### src/rtl/ara_pkg.sv
`timescale 1ns / 1ps
package ara_pkg;
    localparam int MaxWidth  = 256;
    localparam int MaxHeight = 256;
    localparam int NumBins   = 512;
    localparam int BinW      = $clog2(NumBins);
    localparam int PosW      = 8;
    localparam int SumW      = 48;
    localparam int CntW      = 17;
    localparam int RadW      = 32;
    localparam int RootW     = RadW / 2;
    localparam int DivW      = SumW;

    typedef enum logic [1:0] {
        FUNC_PIXEL = 2'd0,
        FUNC_READ  = 2'd1,
        FUNC_CLEAR = 2'd2,
        FUNC_NONE  = 2'd3
    } t_func;

    typedef enum logic [1:0] {
        CFG_WIDTH  = 2'd0,
        CFG_HEIGHT = 2'd1,
        CFG_ASPECT = 2'd2,
        CFG_SPARE  = 2'd3
    } t_cfg_idx;

    typedef enum logic [3:0] {
        ST_IDLE, ST_CLR, ST_DX, ST_DY, ST_SQ, ST_ROOT, ST_RD, ST_WR,
        ST_RRD, ST_RGET, ST_DIV, ST_OUT
    } t_state;

    typedef struct packed {
        logic start;
        logic busy;
    } t_unit_ctl;
endpackage

### src/rtl/ara_isqrt.sv
`timescale 1ns / 1ps
module ara_isqrt (
    input  logic                        i_clk,
    input  logic                        i_rst_n,
    input  ara_pkg::t_unit_ctl          i_ctl,
    input  logic [ara_pkg::RadW-1:0]    i_value,
    output logic                        o_busy,
    output logic [ara_pkg::RootW-1:0]   o_root
);
    import ara_pkg::*;

    localparam int StepW = $clog2(RootW + 1);

    logic [RadW-1:0]  r_rem, n_rem;
    logic [RadW-1:0]  r_root, n_root;
    logic [RadW-1:0]  r_bit, n_bit;
    logic [StepW-1:0] r_step, n_step;
    logic             r_busy, n_busy;
    logic [RadW-1:0]  w_trial;

    assign w_trial = r_root + r_bit;

    always_comb begin
        n_rem  = r_rem;
        n_root = r_root;
        n_bit  = r_bit;
        n_step = r_step;
        n_busy = r_busy;
        if (i_ctl.start) begin
            n_rem  = i_value;
            n_root = '0;
            n_bit  = {2'b01, {(RadW-2){1'b0}}};
            n_step = StepW'(RootW);
            n_busy = 1'b1;
        end else if (r_busy) begin
            if (r_rem >= w_trial) begin
                n_rem  = r_rem - w_trial;
                n_root = (r_root >> 1) + r_bit;
            end else begin
                n_root = r_root >> 1;
            end
            n_bit  = r_bit >> 2;
            n_step = r_step - 1'b1;
            if (r_step == StepW'(1)) begin
                n_busy = 1'b0;
            end
        end
    end

    always_ff @(posedge i_clk) begin
        if (!i_rst_n) begin
            r_busy <= 1'b0;
            r_step <= '0;
        end else begin
            r_busy <= n_busy;
            r_step <= n_step;
        end
        r_rem  <= n_rem;
        r_root <= n_root;
        r_bit  <= n_bit;
    end

    assign o_busy = r_busy;
    assign o_root = r_root[RootW-1:0];
endmodule

### config.mk
export PLATFORM = sky130hd
export DESIGN_NAME = ara_isqrt
export DESIGN_NICKNAME = d
export VERILOG_FILES = /design/src/rtl/ara_pkg.sv /design/src/rtl/ara_isqrt.sv
export SDC_FILE = /design/constraint.sdc
export NUM_CORES = 1
export LEC_CHECK = 0
export ABC_AREA = 1
export CORE_MARGIN = 2
export CORE_UTILIZATION = 40
export CTS_CLUSTER_DIAMETER = 120
export DETAILED_ROUTE_END_ITERATION = 6
export DONT_BUFFER_PORTS = 1
export PLACE_DENSITY = 0.56
export RECOVER_POWER = 50
export SLEW_MARGIN = 20
export SYNTH_ARGS = -nofsm -noshare
export SYNTH_HDL_FRONTEND = slang
export SYNTH_SLANG_ARGS = --single-unit
### constraint.sdc
create_clock -name i_clk -period 5.2 [get_ports i_clk]
set_input_delay 0.78 -clock i_clk [delete_from_list [all_inputs] [get_ports i_clk]]
set_output_delay 0.78 -clock i_clk [all_outputs]
set_load 0.01 [all_outputs]
---- Word-level counts from Yosys, hierarchy flattened ----
Index checks and enable logic that the tools add are counted.
word-level totals
  input port bits ......................... 36
  word-level logic and storage cells ...... 26
  bits in registers ....................... 86
  output and inout port bits .............. 17
cells by class
  add/sub/neg operators ................... 4
  equal/unequal tests ..................... 1
  bitwise logic cells ..................... 1
  multiplexer cells ....................... 9
  reductions and logical operators ........ 4
  magnitude comparators ................... 1
operators by type and width
  kind                 count
  $mux 32              4
  $add 31x31->32       1
  $add 32x31->32       1
  $ge 32x32->1         1
  $sub 32x32->32       1
  $mux 5               2
  $eq 5x1->1 const B   1
  $sub 5x1->5 const B  1
  $reduce_bool 2->1    2
  $mux 1               3
  $reduce_and 2->1     1
  $reduce_or 2->1      1
  $not 1->1            1

---- Depth between registers and ports, before layout ----
  word-level depth ........................ 5
  mapped depth ............................ 25
  mapped depth without buffers ............ 24

---- Least setup slack after synthesis ----
No wires, ideal clock.
  kind .................................... reg2reg
  start point ............................. register r_root[8]
  end point ............................... register r_rem[0] (enable)
  arrival ................................. 4.470 ns
  stages on the path, launching flop included .. 21
  setup slack ............................. 0.290 ns
  path buffers ............................ 1
  clock period less this slack ............ 4.910 ns
  path through ............................ dfxtp_1 > ha_1 > nand2_1 > o21ai_0 > nand2_1 > o21ai_0 > inv_1 > nand2_1 > nand2_1 > nand2_1 > nand2_1 > nand3_1 > nand2_1 > ha_1 > nand2_1 > o21ai_0 > nand2_1 > nand2_1 > a21oi_4 > buf_4 > a31oi_1
on the way
  word-level cells in the longest chain between the ends .. 4
ends and longest elaborated chain
  item                         RTL line         RTL
  start, declared              ara_isqrt.sv:15  logic [RadW-1:0] r_root, n_root;
  start signal, assigned       ara_isqrt.sv:59  r_root <= n_root;
  $add 32x31->32               ara_isqrt.sv:21  assign w_trial = r_root + r_bit;
  $ge 32x32->1                 ara_isqrt.sv:36  if (r_rem >= w_trial) begin
  $reduce_bool 2->1 (no line)  --
  $reduce_and 2->1 (no line)   --
  end signal, assigned         ara_isqrt.sv:58  r_rem <= n_rem;
  end, declared                ara_isqrt.sv:14  logic [RadW-1:0] r_rem, n_rem;
Every way passes these cells.
A chain may end at the register's enable or synchronous reset.

---- Worst setup path after layout ----
  start point ............................. register r_root[6]
  end point ............................... register r_rem[27] (enable)
Same word-level chain as after synthesis.

==> key figures <==
Synth
  • Syn Inst Count: 1428
  • Ys async rst share: 0%
  • Avg Cell Area, Syn: 6.12 um2
  • Yosys warns: 0
  • Post-synthesis sequential area ratio: 23.4%
  • Count of state elements after synthesis: 86
  • Mapped cell area: 0.00874 mm2
  • Synth cell types: 47
  • Ys flop type: dfxtp_1
  • EDFF count, synth: 32
  • Syn Nets: 1533

STA
  • Fin crit share: 85.5%
  • Crit path time final: 4440 ps
  • RSZ-0062 raised after global routing: no
  • Worst Slack Setup Final: 756 ps
  • Fin Setup TNS: 0 ps
  • Final setup vio count: 0
  • Hold Violations, Final: 0
  • Final max-slew violation count: 35
  • Worst slew margin: -32.3%
  • Peak Freq: 225 MHz
  • Worst Tran Pin Value: 1980 ps
  • Final clock skew: 14.6 ps

Worst setup path
  • Crit. End Element: flop
  • Max Fanout on Critical Path: 32
  • Max incr delay on CP: 440 ps
  • WP buf/inv: 2
  • Setup crit end: r_rem[27]
  • CP Launch Type: flop
  • CP cell instances: ha_1, nand2_1, nor2_1, a21oi_1, nand2_1, inv_1, o21ai_0, nand2_1, o21bai_1, xnor2_1, ha_1, nand2_1, nor2_1, nand2_1, nor2_1, nand2_4, a31oi_4, buf_4
  • CP Data Required Time: 5210 ps
  • Crit path DAT: 4450 ps
  • Critical path startpoint: r_root[6]
  • Worst-case reg-to-reg path depth: 18
  • End of the worst register-to-register path: r_rem[27]
  • R2r setup slk: 760 ps
  • Max stage delay cell, worst path: buf_4
  • CP most frequent cell: nand2_1
  • Critical Path Stages: 18
  • RR Startpoint: r_root[6]
  • CP delay by family, top: simple AND/OR/NAND/NOR gates
  • Critical path class: reg2reg

Clock network
  • Root Driver: clkbuf_16
  • Clock buffer depth: 2
  • Clk sinks: 86
  • CTS tree: built
  • H-tree depth: 3
  • Worst-path clk slew: 80 ps
  • Number of gates resized after cts: 0
  • Hold buffer count at cts: 0
  • Postcts setup bufs: 0
  • Skew-Pair Late Insertion Delay: 370 ps
  • Clock buffers created by TritonCTS: 9

Final layout
  • Most frequent cells in the layout: nand2_1 (468), inv_1 (188), nand3_1 (148)
  • Diode count: 0
  • Most common cell after layout, fill and taps aside: nand2_1
  • Area growth, synth to finish: 5.01%
  • Post-layout net count: 1508
  • Share of post-route cells with drive strength above 1: 3.34%

Floorplanning
  • Die Span Y: 152 um
  • Initial core utilization: 40.4%
  • I/O Pins: 53
  • FP Rows: 54
  • Core Box Area: 0.0216 mm2
  • Die width: 152 um
  • Die area: 0.0230 mm2

GRT
  • Vias in the first global route: 8396
  • Initial antenna violation count: 0
  • GRT overflow: 0
  • GRT Overall Usage: 23.3%
  • GR Util met2: 39.9%
  • Met3 Usage GRT: 2.75%
  • Global-route wire length before repair: 41800 um
  • Routing usage on met1: 30.9%
  • Global route hottest layer: met2
  • Largest net degree at the start of global routing: 47

Placement
  • Detailed placement HPWL: 20600 um
  • Routability cong.: 0.895
  • IO Port Bufs: 0
  • Dpl ws: 907 ps

Outcome
  • Failing checks: max-capacitance violations, max-slew violations
  • Status: finished, violations left

Route
  • WL per Instance: 15.2 um
  • Final ANT Viol Nets: 0
  • Vias per std cell: 5.18
  • Router iterations before antenna repair: 7
  • Via Count: 8739
  • Final wirelength: 25700 um
  • Drt drc: 0
  • Initial DRC Count: 529

Power
  • Peak VDD IR: 225 uV
  • Leak: 4.14 nW
  • Pwr dens: 476 mW/mm2
  • Total power: 4.37 mW

Flow run
  • Max-cap violations: 1

Hold path
  • Min-delay worst type: reg2reg
==> cell families (layout without fill, tap and decap cells) <==
kind of cell	after synthesis	in the layout	synth area share, %
simple gates	815	815	39.6
buf+inv	233	213	11.2
compound gates	185	185	11.8
flops	86	86	23.4
fa+ha+maj	69	69	9.97
xor+xnor	40	40	4.01
==> sequential cells by signal (all words and copies together), names as in the netlist <==
name	cells
r_bit	16
r_step	5
r_root	32
o_busy	1
r_rem	32
==> cells in the mapped netlist, types with 2 or more instances <==
master / n / area, um2
o21ai_1: 12 / 60.1
clkbuf_1: 15 / 56.3
o21bai_1: 9 / 67.6
buf_4: 17 / 128
nand3_1: 148 / 741
a21oi_1: 70 / 350
buf_6: 3 / 33.8
and2_1: 5 / 31.3
inv_1: 188 / 706
inv_2: 2 / 7.51
nor4_1: 2 / 12.5
edfxtp_1: 32 / 961
xnor2_1: 23 / 201
o22ai_1: 16 / 100
nand4_1: 15 / 93.8
nor3_1: 19 / 95.1
nor2_1: 120 / 450
nor2_2: 4 / 25.0
xor2_1: 17 / 149
o21ai_0: 56 / 280
dfxtp_1: 54 / 1080
a21oi_2: 2 / 17.5
and3_1: 2 / 12.5
ha_1: 68 / 851
a31oi_1: 5 / 31.3
buf_2: 6 / 30.0
o21a_1: 5 / 37.5
nand2_1: 468 / 1760
nand2_2: 5 / 31.3
or2_2: 10 / 62.6
nand3b_1: 13 / 97.6
a21o_1: 2 / 15.0
==> power breakdown <==
group	internal [mW]	switching [mW]	leakage [nW]
clock	0.370	0.321	0.147
sequential	0.938	0.184	0.755
combinational	0.887	1.67	3.23
total	2.19	2.17	4.14
==> layer usage <==
metal / vias up / wire length [um]
met2: 149 / 12100
li1: 4591 / -
met5: - / 0
met3: 24 / 910
met1: 3975 / 12200
met4: 0 / 475
==> worst register-to-register path, delay by kind of cell, from the launching register on <==
family	cells	cell delay, ps
adders and majority gates	2	790
and+or+nand+nor	9	1410
DFF	1	430
buffers and inverters	2	490
AOI/OAI and AO/OA	4	810
xor gates and xnor gates	1	120
==> layout make-up <==
class                      instances  area (um2)
clock inverter                     5        38.8
inverter                         191         717
clock buffer                      11         264
timing repair buffer               6        37.5
sequential                        86        2040
multi-input combinational       1109        5720
fill                            2382       12400
tap                              280         350
==> worst min-delay path by stage <==
stage                     startpoint         to  slack [ps]  cells after the start
final                      r_step[4]  r_step[4]         490                      2
after global routing       r_step[4]  r_step[4]         530                      2
after CTS                  r_step[4]  r_step[4]         490                      2
after detailed placement   r_step[4]  r_step[4]         480                      2
after global placement     r_step[4]  r_step[4]         480                      2
after floorplan            r_step[4]  r_step[4]         460                      2
==> metrics by stage <==
stage / std cells / instance area [um2] / hold WS [ps] / utilization (%)
after floorplan: 1428 / 8740 / 457 / -
after global placement: 1672 / 8890 / 475 / 41.1
after detailed placement: 1672 / 8890 / 480 / 41.1
after CTS: 1688 / 9190 / 493 / 42.5
after global routing: 1688 / 9170 / 529 / 42.4
final: 1688 / 9170 / 488 / 42.4
No activity file was read; power rests on OpenSTA's default activity.
