`src/rtl/ara_pkg.sv`:
```
`timescale 1ns / 1ps
package ara_pkg;
    localparam int MaxWidth  = 256;
    localparam int MaxHeight = 256;
    localparam int NumBins   = 512;
    localparam int BinW      = $clog2(NumBins);
    localparam int PosW      = 8;
    localparam int SumW      = 48;
    localparam int CntW      = 17;
    localparam int RadW      = 32;
    localparam int RootW     = RadW / 2;
    localparam int DivW      = SumW;

    typedef enum logic [1:0] {
        FUNC_PIXEL = 2'd0,
        FUNC_READ  = 2'd1,
        FUNC_CLEAR = 2'd2,
        FUNC_NONE  = 2'd3
    } t_func;

    typedef enum logic [1:0] {
        CFG_WIDTH  = 2'd0,
        CFG_HEIGHT = 2'd1,
        CFG_ASPECT = 2'd2,
        CFG_SPARE  = 2'd3
    } t_cfg_idx;

    typedef enum logic [3:0] {
        ST_IDLE, ST_CLR, ST_DX, ST_DY, ST_SQ, ST_ROOT, ST_RD, ST_WR,
        ST_RRD, ST_RGET, ST_DIV, ST_OUT
    } t_state;

    typedef struct packed {
        logic start;
        logic busy;
    } t_unit_ctl;
endpackage

```
`src/rtl/ara_divider.sv`:
```
`timescale 1ns / 1ps
module ara_divider (
    input  logic                       i_clk,
    input  logic                       i_rst_n,
    input  ara_pkg::t_unit_ctl         i_ctl,
    input  logic [ara_pkg::DivW-1:0]   i_num,
    input  logic [ara_pkg::CntW-1:0]   i_den,
    output logic                       o_busy,
    output logic [ara_pkg::DivW-1:0]   o_quot
);
    import ara_pkg::*;

    localparam int StepW = $clog2(DivW + 1);

    logic [DivW-1:0]  r_quot, n_quot;
    logic [CntW:0]    r_rem, n_rem;
    logic [CntW-1:0]  r_den;
    logic [StepW-1:0] r_step, n_step;
    logic             r_busy, n_busy;
    logic [CntW:0]    w_shift;

    assign w_shift = {r_rem[CntW-1:0], r_quot[DivW-1]};

    always_comb begin
        n_quot = r_quot;
        n_rem  = r_rem;
        n_step = r_step;
        n_busy = r_busy;
        if (i_ctl.start) begin
            n_quot = i_num;
            n_rem  = '0;
            n_step = StepW'(DivW);
            n_busy = 1'b1;
        end else if (r_busy) begin
            if (w_shift >= {1'b0, r_den}) begin
                n_rem  = w_shift - {1'b0, r_den};
                n_quot = {r_quot[DivW-2:0], 1'b1};
            end else begin
                n_rem  = w_shift;
                n_quot = {r_quot[DivW-2:0], 1'b0};
            end
            n_step = r_step - 1'b1;
            if (r_step == StepW'(1)) begin
                n_busy = 1'b0;
            end
        end
    end

    always_ff @(posedge i_clk) begin
        if (!i_rst_n) begin
            r_busy <= 1'b0;
            r_step <= '0;
        end else begin
            r_busy <= n_busy;
            r_step <= n_step;
        end
        r_quot <= n_quot;
        r_rem  <= n_rem;
        if (i_ctl.start) begin
            r_den <= i_den;
        end
    end

    assign o_busy = r_busy;
    assign o_quot = r_quot;
endmodule

```
`config.mk`:
```
export PLATFORM = sky130hd
export DESIGN_NAME = ara_divider
export DESIGN_NICKNAME = d
export VERILOG_FILES = /design/src/rtl/ara_pkg.sv /design/src/rtl/ara_divider.sv
export SDC_FILE = /design/constraint.sdc
export NUM_CORES = 1
export LEC_CHECK = 0
export BUFFER_PORTS_ARGS = -buffer_cell sky130_fd_sc_hd__buf_2
export CAP_MARGIN = 30
export CORE_UTILIZATION = 45
export CTS_BUF_LIST = sky130_fd_sc_hd__clkbuf_8
export CTS_CLUSTER_DIAMETER = 30
export DETAILED_ROUTE_END_ITERATION = 10
export PLACE_DENSITY = 0.79
export SLEW_MARGIN = 10
export SYNTH_ARGS = -nofsm -noshare
export SYNTH_HDL_FRONTEND = slang
export SYNTH_SLANG_ARGS = --single-unit
```
`constraint.sdc`:
```
create_clock -name i_clk -period 4.1 [get_ports i_clk]
set_input_delay 0.615 -clock i_clk [delete_from_list [all_inputs] [get_ports i_clk]]
set_output_delay 0.615 -clock i_clk [all_outputs]
set_load 0.03 [all_outputs]
```
-- Yosys cells after proc, flatten, opt, wreduce, memory -nomap -nowiden
Index checks and enable logic that the tools add are counted.
- output and inout port bits: 49
- flip-flop bits (word level): 89
- word-level logic and storage cells: 22
- bits of input ports: 69
- order comparisons: 1
- reduce and logical (&&, ||, !) cells: 2
- bitwise gates (word level): 1
- $add $sub $neg: 2
- eq/ne operators: 1
- mux-type cells: 9
- operators with widths (operator ; number):
    two-way mux 48 bit ; 2
    greater-or-equal comparator 18 x 17 -> 1 bit ; 1
    two-way mux 17 bit ; 1
    subtractor 17 bit ; 1
    two-way mux 6 bit ; 2
    == test 6 x 1 -> 1 bit, second input constant ; 1
    subtractor 6 x 1 -> 6 bit, second input constant ; 1
    two-way mux 1 bit ; 4
    nonzero test 2 bit ; 1
    OR reduction 2 bit ; 1
    NOT 1 bit ; 1

-- Longest topological paths before layout
Gate-level depths: netlist of the first run.
- depth in word-level cells: 4
- gate-level depth with buffers: 12
- gate-level depth less buffers: 10

-- Least setup slack after synthesis of the first run
Ideal clock, no wire load.
- kind: register to register
- start: register r_quot[47] (netlist: o_quot[47])
- end: register r_quot[0] (netlist: o_quot[0]), data pin
- cell stages (with the launch flop): 12
- setup slack: 1.062 ns
- path buffers: 2
- period minus slack after synthesis: 3.038 ns
- data arrival time: 2.778 ns
- cell sequence: edfxtp_1 > inv_1 > ha_1 > inv_1 > fa_1 > a21o_1 > a221oi_2 > a2111oi_2 > or3_1 > buf_4 > buf_6 > mux2_2
- cells in the longest elaborated chain, start to end: 4
- ends and longest elaborated chain (what ; RTL line ; text):
    from (decl) ; ara_divider.sv:15 ; logic [DivW-1:0] r_quot, n_quot;
    from (signal assigned) ; ara_divider.sv:57 ; r_quot <= n_quot;
    greater-or-equal comparator 18 x 17 -> 1 bit ; ara_divider.sv:35 ; if (w_shift >= {1'b0, r_den}) begin
    two-way mux 1 bit ; ara_divider.sv:35 ;
    two-way mux 48 bit ; ara_divider.sv:34 ; end else if (r_busy) begin
    two-way mux 48 bit ; ara_divider.sv:29 ; if (i_ctl.start) begin
    via n_quot[0] ; ara_divider.sv:15 ;
The timed path passes the listed nets, and every way through them passes these cells. The select of a mux whose other input is x is not followed.
A chain may end at the register's enable or synchronous reset.

-- Worst setup path after layout of the first run
Same ends and word-level chain as after synthesis.

==> results of run 1 <==
-- flip-flops by register name (all words and copies together), names as in the netlist --
name    cells
o_busy      1
o_quot     48
r_den      17
r_rem      17
r_step      6
-- layout by cell type (no fill, tap or decap), types with 4 or more instances in the layout --
| cell | instances |
|---|---|
| buf_2 | 115 |
| edfxtp_1 | 65 |
| mux2_2 | 48 |
| nand2_1 | 31 |
| nor2_1 | 28 |
| inv_1 | 25 |
| dfxtp_1 | 24 |
| a21oi_1 | 19 |
| ha_1 | 19 |
| xnor2_1 | 14 |
| o21ai_0 | 13 |
| nand3_1 | 9 |
| clkbuf_8 | 9 |
| nand2b_1 | 6 |
| a311oi_1 | 6 |
| nand4_1 | 5 |
| o21ai_1 | 5 |
| buf_4 | 5 |
| nor3_1 | 4 |
-- worst max-delay path: stages, from the launching register on --
cell and delay [ns]:
edfxtp_1 0.38, inv_1 0.09, ha_1 0.16, inv_1 0.05, fa_1 0.39, a21o_1 0.24
a221oi_2 0.39, a2111oi_2 0.15, or3_1 0.66, mux2_2 0.38
-- per-layer routing --
| layer | wire [um] | share of wire | vias to the layer above | GRT usage |
|---|---|---|---|---|
| met5 | 0 | 0 | - | 0 |
| met1 | 4160 | 0.41 | 1638 | 0.234 |
| met4 | 171 | 0.017 | 0 | 0.0845 |
| li1 | - | - | 1684 | - |
| met3 | 802 | 0.079 | 14 | 0.0617 |
| met2 | 5010 | 0.49 | 131 | 0.346 |
-- area by class of cell --
cell class | instances | area (um2)
Clock inverter | 7 | 46.3
Clock buffer | 9 | 124
Inverter | 25 | 93.8
Sequential cell | 89 | 2430
Fill cell | 873 | 4360
Timing Repair Buffer | 121 | 633
Tap cell | 133 | 166
Multi-Input combinational cell | 261 | 1960
-- kinds of logic after synthesis --
family | share of synthesized area
muxes | 0.127
AOI/OAI and AO/OA | 0.115
and+or+nand+nor | 0.0980
adders and majority gates | 0.0561
xor gates and xnor gates | 0.0305
DFF | 0.529
buffers and inverters | 0.0441
-- power groups by stage --
stage / sequential, mW / clock, mW / combinational, mW
after floorplan: 1.22 / 0 / 0.240
after global placement: 1.12 / 0 / 0.463
after detailed placement: 1.12 / 0 / 0.476
after CTS: 1.10 / 0.561 / 0.479
after global routing: 1.11 / 0.586 / 0.524
final: 1.10 / 0.543 / 0.481
-- per-stage QoR --
stage	setup WS (ns)	hold slack [ns]	util	instances
4_1_cts	0.987	0.402	0.554	644
5_1_grt	0.822	0.404	0.556	645
3_3_place_gp	1.01	0.455	0.536	628
2_1_floorplan	1.06	0.441	-	397
3_5_place_dp	0.986	0.468	0.536	628
6_report	0.972	0.418	0.556	645
-- worst paths after layout --
| check | start | endpoint | slack [ns] |
|---|---|---|---|
| hold / removal | i_den[12] | r_den[12] | 0.42 |
| hold reg to reg | r_rem[7] | r_rem[7] | 0.47 |
| setup / recovery | o_quot[47] | o_quot[0] | 0.97 |
| setup reg to reg | o_quot[47] | o_quot[0] | 0.97 |
==> flow_metrics.tcl, run 1 <==
set metrics [dict create \
    p_clk_frac 0.256 \
    route.detailed.wl_per_inst_um 15.7 \
    synth-main-ff-cell "edfxtp_1" \
    first_global_vias 3460 \
    slew_headroom 0.549 \
    synth_top_cell_by_area "edfxtp_1" \
    portBuffers 116 \
    finalCritPeriodShare 0.763 \
    path_class "reg -> reg" \
    finalSetupViolCount 0 \
    synth_seq_cells 89 \
    first_iter_violations 180 \
    grt_overflow 0 \
    synth_area_leaders "edfxtp_1, mux2_2, dfxtp_1" \
    cts_buffer_depth 2 \
    drive_gt1_frac 0.373 \
    syn_inst 397 \
    numClockSinks 89 \
    grt_max_degree 55 \
    yosys_warnings 0 \
    place_area_um2 5270 \
    die_y_um 103 \
    finalCriticalPeriod_ns 3.13 \
    pwr-share-seq 0.518 \
    synthesis.area_um2 4590 \
    area_growth_pct 18.7 \
    endpoint_kind "flop" \
    grt_util_all_layers 0.201 \
    status "finished, final reports clean" \
    path_max_fanout 14 \
    seq_area_frac_synth 0.529 \
    core_um2 9820 \
    n_antenna_cell 0 \
    synth_edf_count 65 \
    wl_um 10100 \
    vias 3467 \
    grt_pass1_wl_um 16100 \
    holdPathStages 1 \
    p_comb_frac 0.226 \
    fp-row-count 36 \
    viasPerCell 5.38 \
    syn_nets 486 \
    drtAntennaViolNets 0 \
    root_buffer "clkbuf_8" \
    antenna_found_initial 0 \
    synth_top_area_share 0.425 \
    drc 0 \
    fin_skew_ns 0.0142 \
    insertion_delay_ns 0.37 \
    grt_setup_unrepaired "no" \
    irDropWorstVdd_uv 268 \
    synthDistinctLibCells 54 \
    tightest_slew_ns 0.676 \
    gp_congestion 0.862 \
    clkTransAtPathRegs_ns 0.09 \
    finalMaxSlewViolations 0 \
    cts_hold_buf 0 \
    drt-pass1-iter-count 4 \
    hold_path_class "in -> reg" \
    ys_async_sr_fraction 0 \
    worstPathRequired_ns 4.23 \
    cts_resized 0 \
    fmax_mhz 320 \
    cts_tree "built" \
    synth_area_per_cell_um2 11.6 \
    max-cap-violations 0 \
    reg2regPathDepth 9 \
    cts_buffers 9 \
    p_int_mw 1.47 \
    fin_area_um2 5460 \
    timing.setup.tns_ns 0 \
    place_hpwl_um 7140 \
    synth.most_common_cell "edfxtp_1" \
    startpoint_type "flop" \
    p_per_area_nw_per_um2 390 \
    p_sw_frac 0.311 \
    start_util 0.468 \
    ios 118 \
    synthTopCellsByCount "edfxtp_1, mux2_2, nand2_1, nor2_1, inv_1" \
    dieArea_um2 10600 \
    p_switching_uw 660 \
    postCtsSetupRepairBufs 0 \
    htree_levels 3 \
    hold_viol_final 0 \
    nNetsFinal 596 \
    power.leakage_nw 2.26 \
    chipWidth_um 103 \
    arrival_ns 3.26 \
    power_mw 2.13 \
]
Note: power is estimated with default switching activity, not from simulation.
==> inputs of run 2 (changes only) <==
- clock period: 4.1 -> 3.2 ns (I/O delays scaled with it)
==> run 2 against run 1 <==
  * Global-route usage shrank 0.10 points
  * Via count grew 0.98%
  * Fmax grew 5.6%
  * Sequential power grew 28%
  * Total power grew 35%
  * Clock skew shrank 0.0068 ns
  * Critical path type unchanged
  * Largest power group unchanged
==> flow_metrics.tcl, run 2 (synthesis gave the netlist of run 1 again) <==
set metrics [dict create \
    status "finished, final reports clean" \
    grt_max_degree 49 \
    finalMaxSlewViolations 0 \
    endpoint_kind "flop" \
    area_growth_pct 19.4 \
    irDropWorstVdd_uv 281 \
    fin_util 0.558 \
    nNetsFinal 596 \
    place_ws_ns 0.266 \
    multi_input_area_um2 1960 \
    finalSetupViolCount 0 \
    fp-row-count 36 \
    cts_buffers 9 \
    grt_setup_unrepaired "no" \
    dieArea_um2 10600 \
    slew_headroom 0.391 \
    gp_congestion 0.890 \
    n_antenna_cell 0 \
    final_cell_mix "buf_2, edfxtp_1, mux2_2" \
    first_global_vias 3387 \
    whs_ns 0.292 \
    grt_overflow 0 \
    final_common_cell "buf_2" \
    hold_path_class "in -> reg" \
    clkTransAtPathRegs_ns 0.09 \
    grt_pass1_wl_um 16100 \
    setup_slack_ns 0.237 \
    arrival_ns 3.21 \
    insertion_delay_ns 0.36 \
    path_class "reg -> reg" \
    numClockSinks 89 \
    p_per_area_nw_per_um2 522 \
    hold_viol_final 0 \
    fin_area_um2 5480 \
    ios 118 \
    viasPerCell 5.43 \
    cts_hold_buf 0 \
    place_hpwl_um 7250 \
    fmax_mhz 337 \
    grt_util_all_layers 0.200 \
    timing.setup.tns_ns 0 \
    drc 0 \
    max-cap-violations 0 \
    cts_buffer_depth 2 \
    start_util 0.468 \
    htree_levels 3 \
    dp_cells 629 \
    tightest_slew_ns 0.910 \
    finalCriticalPeriod_ns 2.96 \
    finalCritPeriodShare 0.926 \
    instances_no_fill 645 \
    cts_tree "built" \
    fillers 876 \
    chipWidth_um 103 \
    seq_area_um2 2430 \
    power_mw 2.86 \
    core_um2 9820 \
    worstPathRequired_ns 3.44 \
    die_y_um 103 \
    fin_skew_ns 0.00740 \
    power.leakage_nw 2.28 \
    root_buffer "clkbuf_8" \
    path_max_fanout 8 \
    place_area_um2 5270 \
    drt-pass1-iter-count 5 \
    antenna_found_initial 0 \
    startpoint_type "flop" \
    first_iter_violations 261 \
    drtAntennaViolNets 0 \
    postCtsSetupRepairBufs 0 \
    largest_reg_flops 48 \
    route.detailed.wl_per_inst_um 15.8 \
    vias 3501 \
    cts_resized 0 \
    portBuffers 116 \
    drive_gt1_frac 0.369 \
    wl_um 10200 \
]
## run 2: cell types whose count changed in the layout (fill, tap and decap cells not counted), sizes merged
cell	previous run	this run
inv	27	28
clkinv	4	1
bufinv	0	2
## run 2: worst paths after layout
path	from	end	slack (ns)	cells past startpoint
max	o_quot[47]	r_rem[7]	0.24	11
min	i_den[10]	r_den[10]	0.29	1
max reg2reg	o_quot[47]	r_rem[7]	0.24	11
min reg2reg	r_rem[12]	r_rem[12]	0.49	2
## run 2: power by group
| group | total (mW) | switching [mW] | internal [mW] | leakage, nW |
|---|---|---|---|---|
| combinational | 0.613 | 0.378 | 0.236 | 1.32 |
| sequential | 1.41 | 0.0527 | 1.36 | 0.846 |
| clock | 0.843 | 0.408 | 0.435 | 0.110 |
## run 2: area by class of cell
| class | instances | share of cell area |
|---|---|---|
| multi-input combinational | 261 | 0.357 |
| clock inverter | 7 | 0.0160 |
| clock buffer | 9 | 0.0226 |
| inverter | 25 | 0.0171 |
| timing repair buffer | 121 | 0.113 |
| tap | 133 | 0.0303 |
| sequential | 89 | 0.444 |
## run 2: critical path, cell delays in order, from the launching register on
cell and delay, ns:
edfxtp_1 0.40, inv_1 0.09, ha_1 0.16, inv_1 0.05
fa_1 0.40, a21o_1 0.24, a221oi_2 0.38, a2111oi_2 0.14
or3_1 0.52, buf_4 0.24, mux2i_1 0.15, o21ai_1 0.07
## run 2: per-layer routing
layer | up-vias | wire length, um | GRT usage
li1 | 1692 | - | -
met1 | 1659 | 4380 | 0.250
met2 | 139 | 4830 | 0.325
met3 | 11 | 839 | 0.0624
met4 | 0 | 125 | 0.0791
met5 | - | 0 | 0
==> inputs of run 3 (changes only) <==
- RECOVER_POWER: default -> 50
==> run 3 against run 2 <==
  * Cell count stayed put
  * Die area stayed put
  * Final area is 1.2% lower
  * Clock skew hardly changed
  * Non-clock buffer count stayed put
  * First-iteration DRC count is 6.5% lower
  * Critical path type unchanged
  * Critical endpoint unchanged
  * Highest routed layer unchanged
==> flow_metrics.tcl, run 3 (synthesis gave the netlist of run 1 again) <==
set metrics [dict create \
    hold_viol_final 0 \
    cts_resized 0 \
    path_class "reg -> reg" \
    die_y_um 103 \
    htree_levels 3 \
    chipWidth_um 103 \
    numClockSinks 89 \
    cts_buffers 9 \
    drc 0 \
    fp-row-count 36 \
    vias 3492 \
    p_per_area_nw_per_um2 525 \
    grt_max_degree 49 \
    antenna_found_initial 0 \
    power.leakage_nw 2.14 \
    cts_tree "built" \
    place_ws_ns 0.266 \
    root_buffer "clkbuf_8" \
    fmax_mhz 337 \
    worstPathRequired_ns 3.45 \
    finalMaxSlewViolations 0 \
    cts_hold_buf 0 \
    tightest_slew_ns 1.25 \
    grt_pass1_wl_um 16100 \
    irDropWorstVdd_uv 280 \
    timing.setup.tns_ns 0 \
    finalCriticalPeriod_ns 2.97 \
    portBuffers 116 \
    hold_path_class "in -> reg" \
    postCtsSetupRepairBufs 0 \
    wl_um 10100 \
    viasPerCell 5.41 \
    grt_util_all_layers 0.200 \
    clkTransAtPathRegs_ns 0.09 \
    final_common_cell "buf_2" \
    power_mw 2.85 \
    setup_slack_ns 0.232 \
    fin_util 0.552 \
    drtAntennaViolNets 0 \
    final_cell_mix "buf_2, edfxtp_1, clkbuf_1" \
    whs_ns 0.289 \
    finalSetupViolCount 0 \
    start_util 0.468 \
    startpoint_type "flop" \
    finalCritPeriodShare 0.927 \
    cts_buffer_depth 2 \
    n_antenna_cell 0 \
    drive_gt1_frac 0.271 \
    max-cap-violations 0 \
    arrival_ns 3.21 \
    drt-pass1-iter-count 5 \
    place_hpwl_um 7250 \
    nNetsFinal 596 \
    route.detailed.wl_per_inst_um 15.6 \
    core_um2 9820 \
    first_global_vias 3387 \
    endpoint_kind "flop" \
    largest_reg_flops 48 \
    area_growth_pct 18.0 \
    dieArea_um2 10600 \
    grt_overflow 0 \
    slew_headroom 0.164 \
    insertion_delay_ns 0.36 \
    fin_skew_ns 0.00712 \
    grt_setup_unrepaired "no" \
    first_iter_violations 244 \
    status "finished, final reports clean" \
    path_max_fanout 8 \
    ios 118 \
    gp_congestion 0.890 \
]
run 3: cell count changes in the layout (fill, tap and decap cells not counted), sizes merged:
| cell | change |
|---|---|
| clkbuf | +49 |
| buf | -49 |
run 3: critical path, cell delays in order (launching register included):
cell	delay [ns]
edfxtp_1	0.40
inv_1	0.09
ha_1	0.16
inv_1	0.05
fa_1	0.40
a21o_1	0.24
a221oi_2	0.38
a2111oi_2	0.14
or3_1	0.52
buf_4	0.24
mux2i_1	0.15
o21ai_1	0.07
run 3: layout make-up:
class,instances,area (um2)
timing repair buffer,121,557
sequential,89,2430
fill,899,4400
multi-input combinational,261,1960
clock buffer,9,124
inverter,25,93.8
tap,133,166
clock inverter,7,87.6
run 3: power breakdown:
group / leakage (nW) / internal, mW / switching (mW)
Sequential: 0.846 / 1.36 / 0.0539
Clock: 0.110 / 0.435 / 0.408
Combinational: 1.19 / 0.217 / 0.376
Total: 2.14 / 2.01 / 0.839
run 3: metal layers:
layer  vias to the layer above  track usage  part of all wire
met5                         -            0                 0
met4                         0       0.0791             0.012
met3                        11       0.0624             0.085
met2                       151        0.325              0.48
met1                      1638        0.250              0.42
li1                       1692            -                 -
run 3: final timing paths:
check	from	endpoint	slack [ns]	depth (start not counted)
setup / recovery	o_quot[47]	r_rem[7]	0.23	11
hold / removal	i_den[13]	r_den[13]	0.29	1
setup reg to reg	o_quot[47]	r_rem[7]	0.23	11
hold reg to reg	r_rem[12]	r_rem[12]	0.48	2
run 3: metrics by stage:
| stage | cell area (um2) | instances |
|---|---|---|
| finish | 5420 | 645 |
| detailed placement | 5270 | 629 |
| global placement | 5270 | 629 |
| floorplan | 4590 | 397 |
| CTS | 5480 | 645 |
| global route | 5420 | 645 |
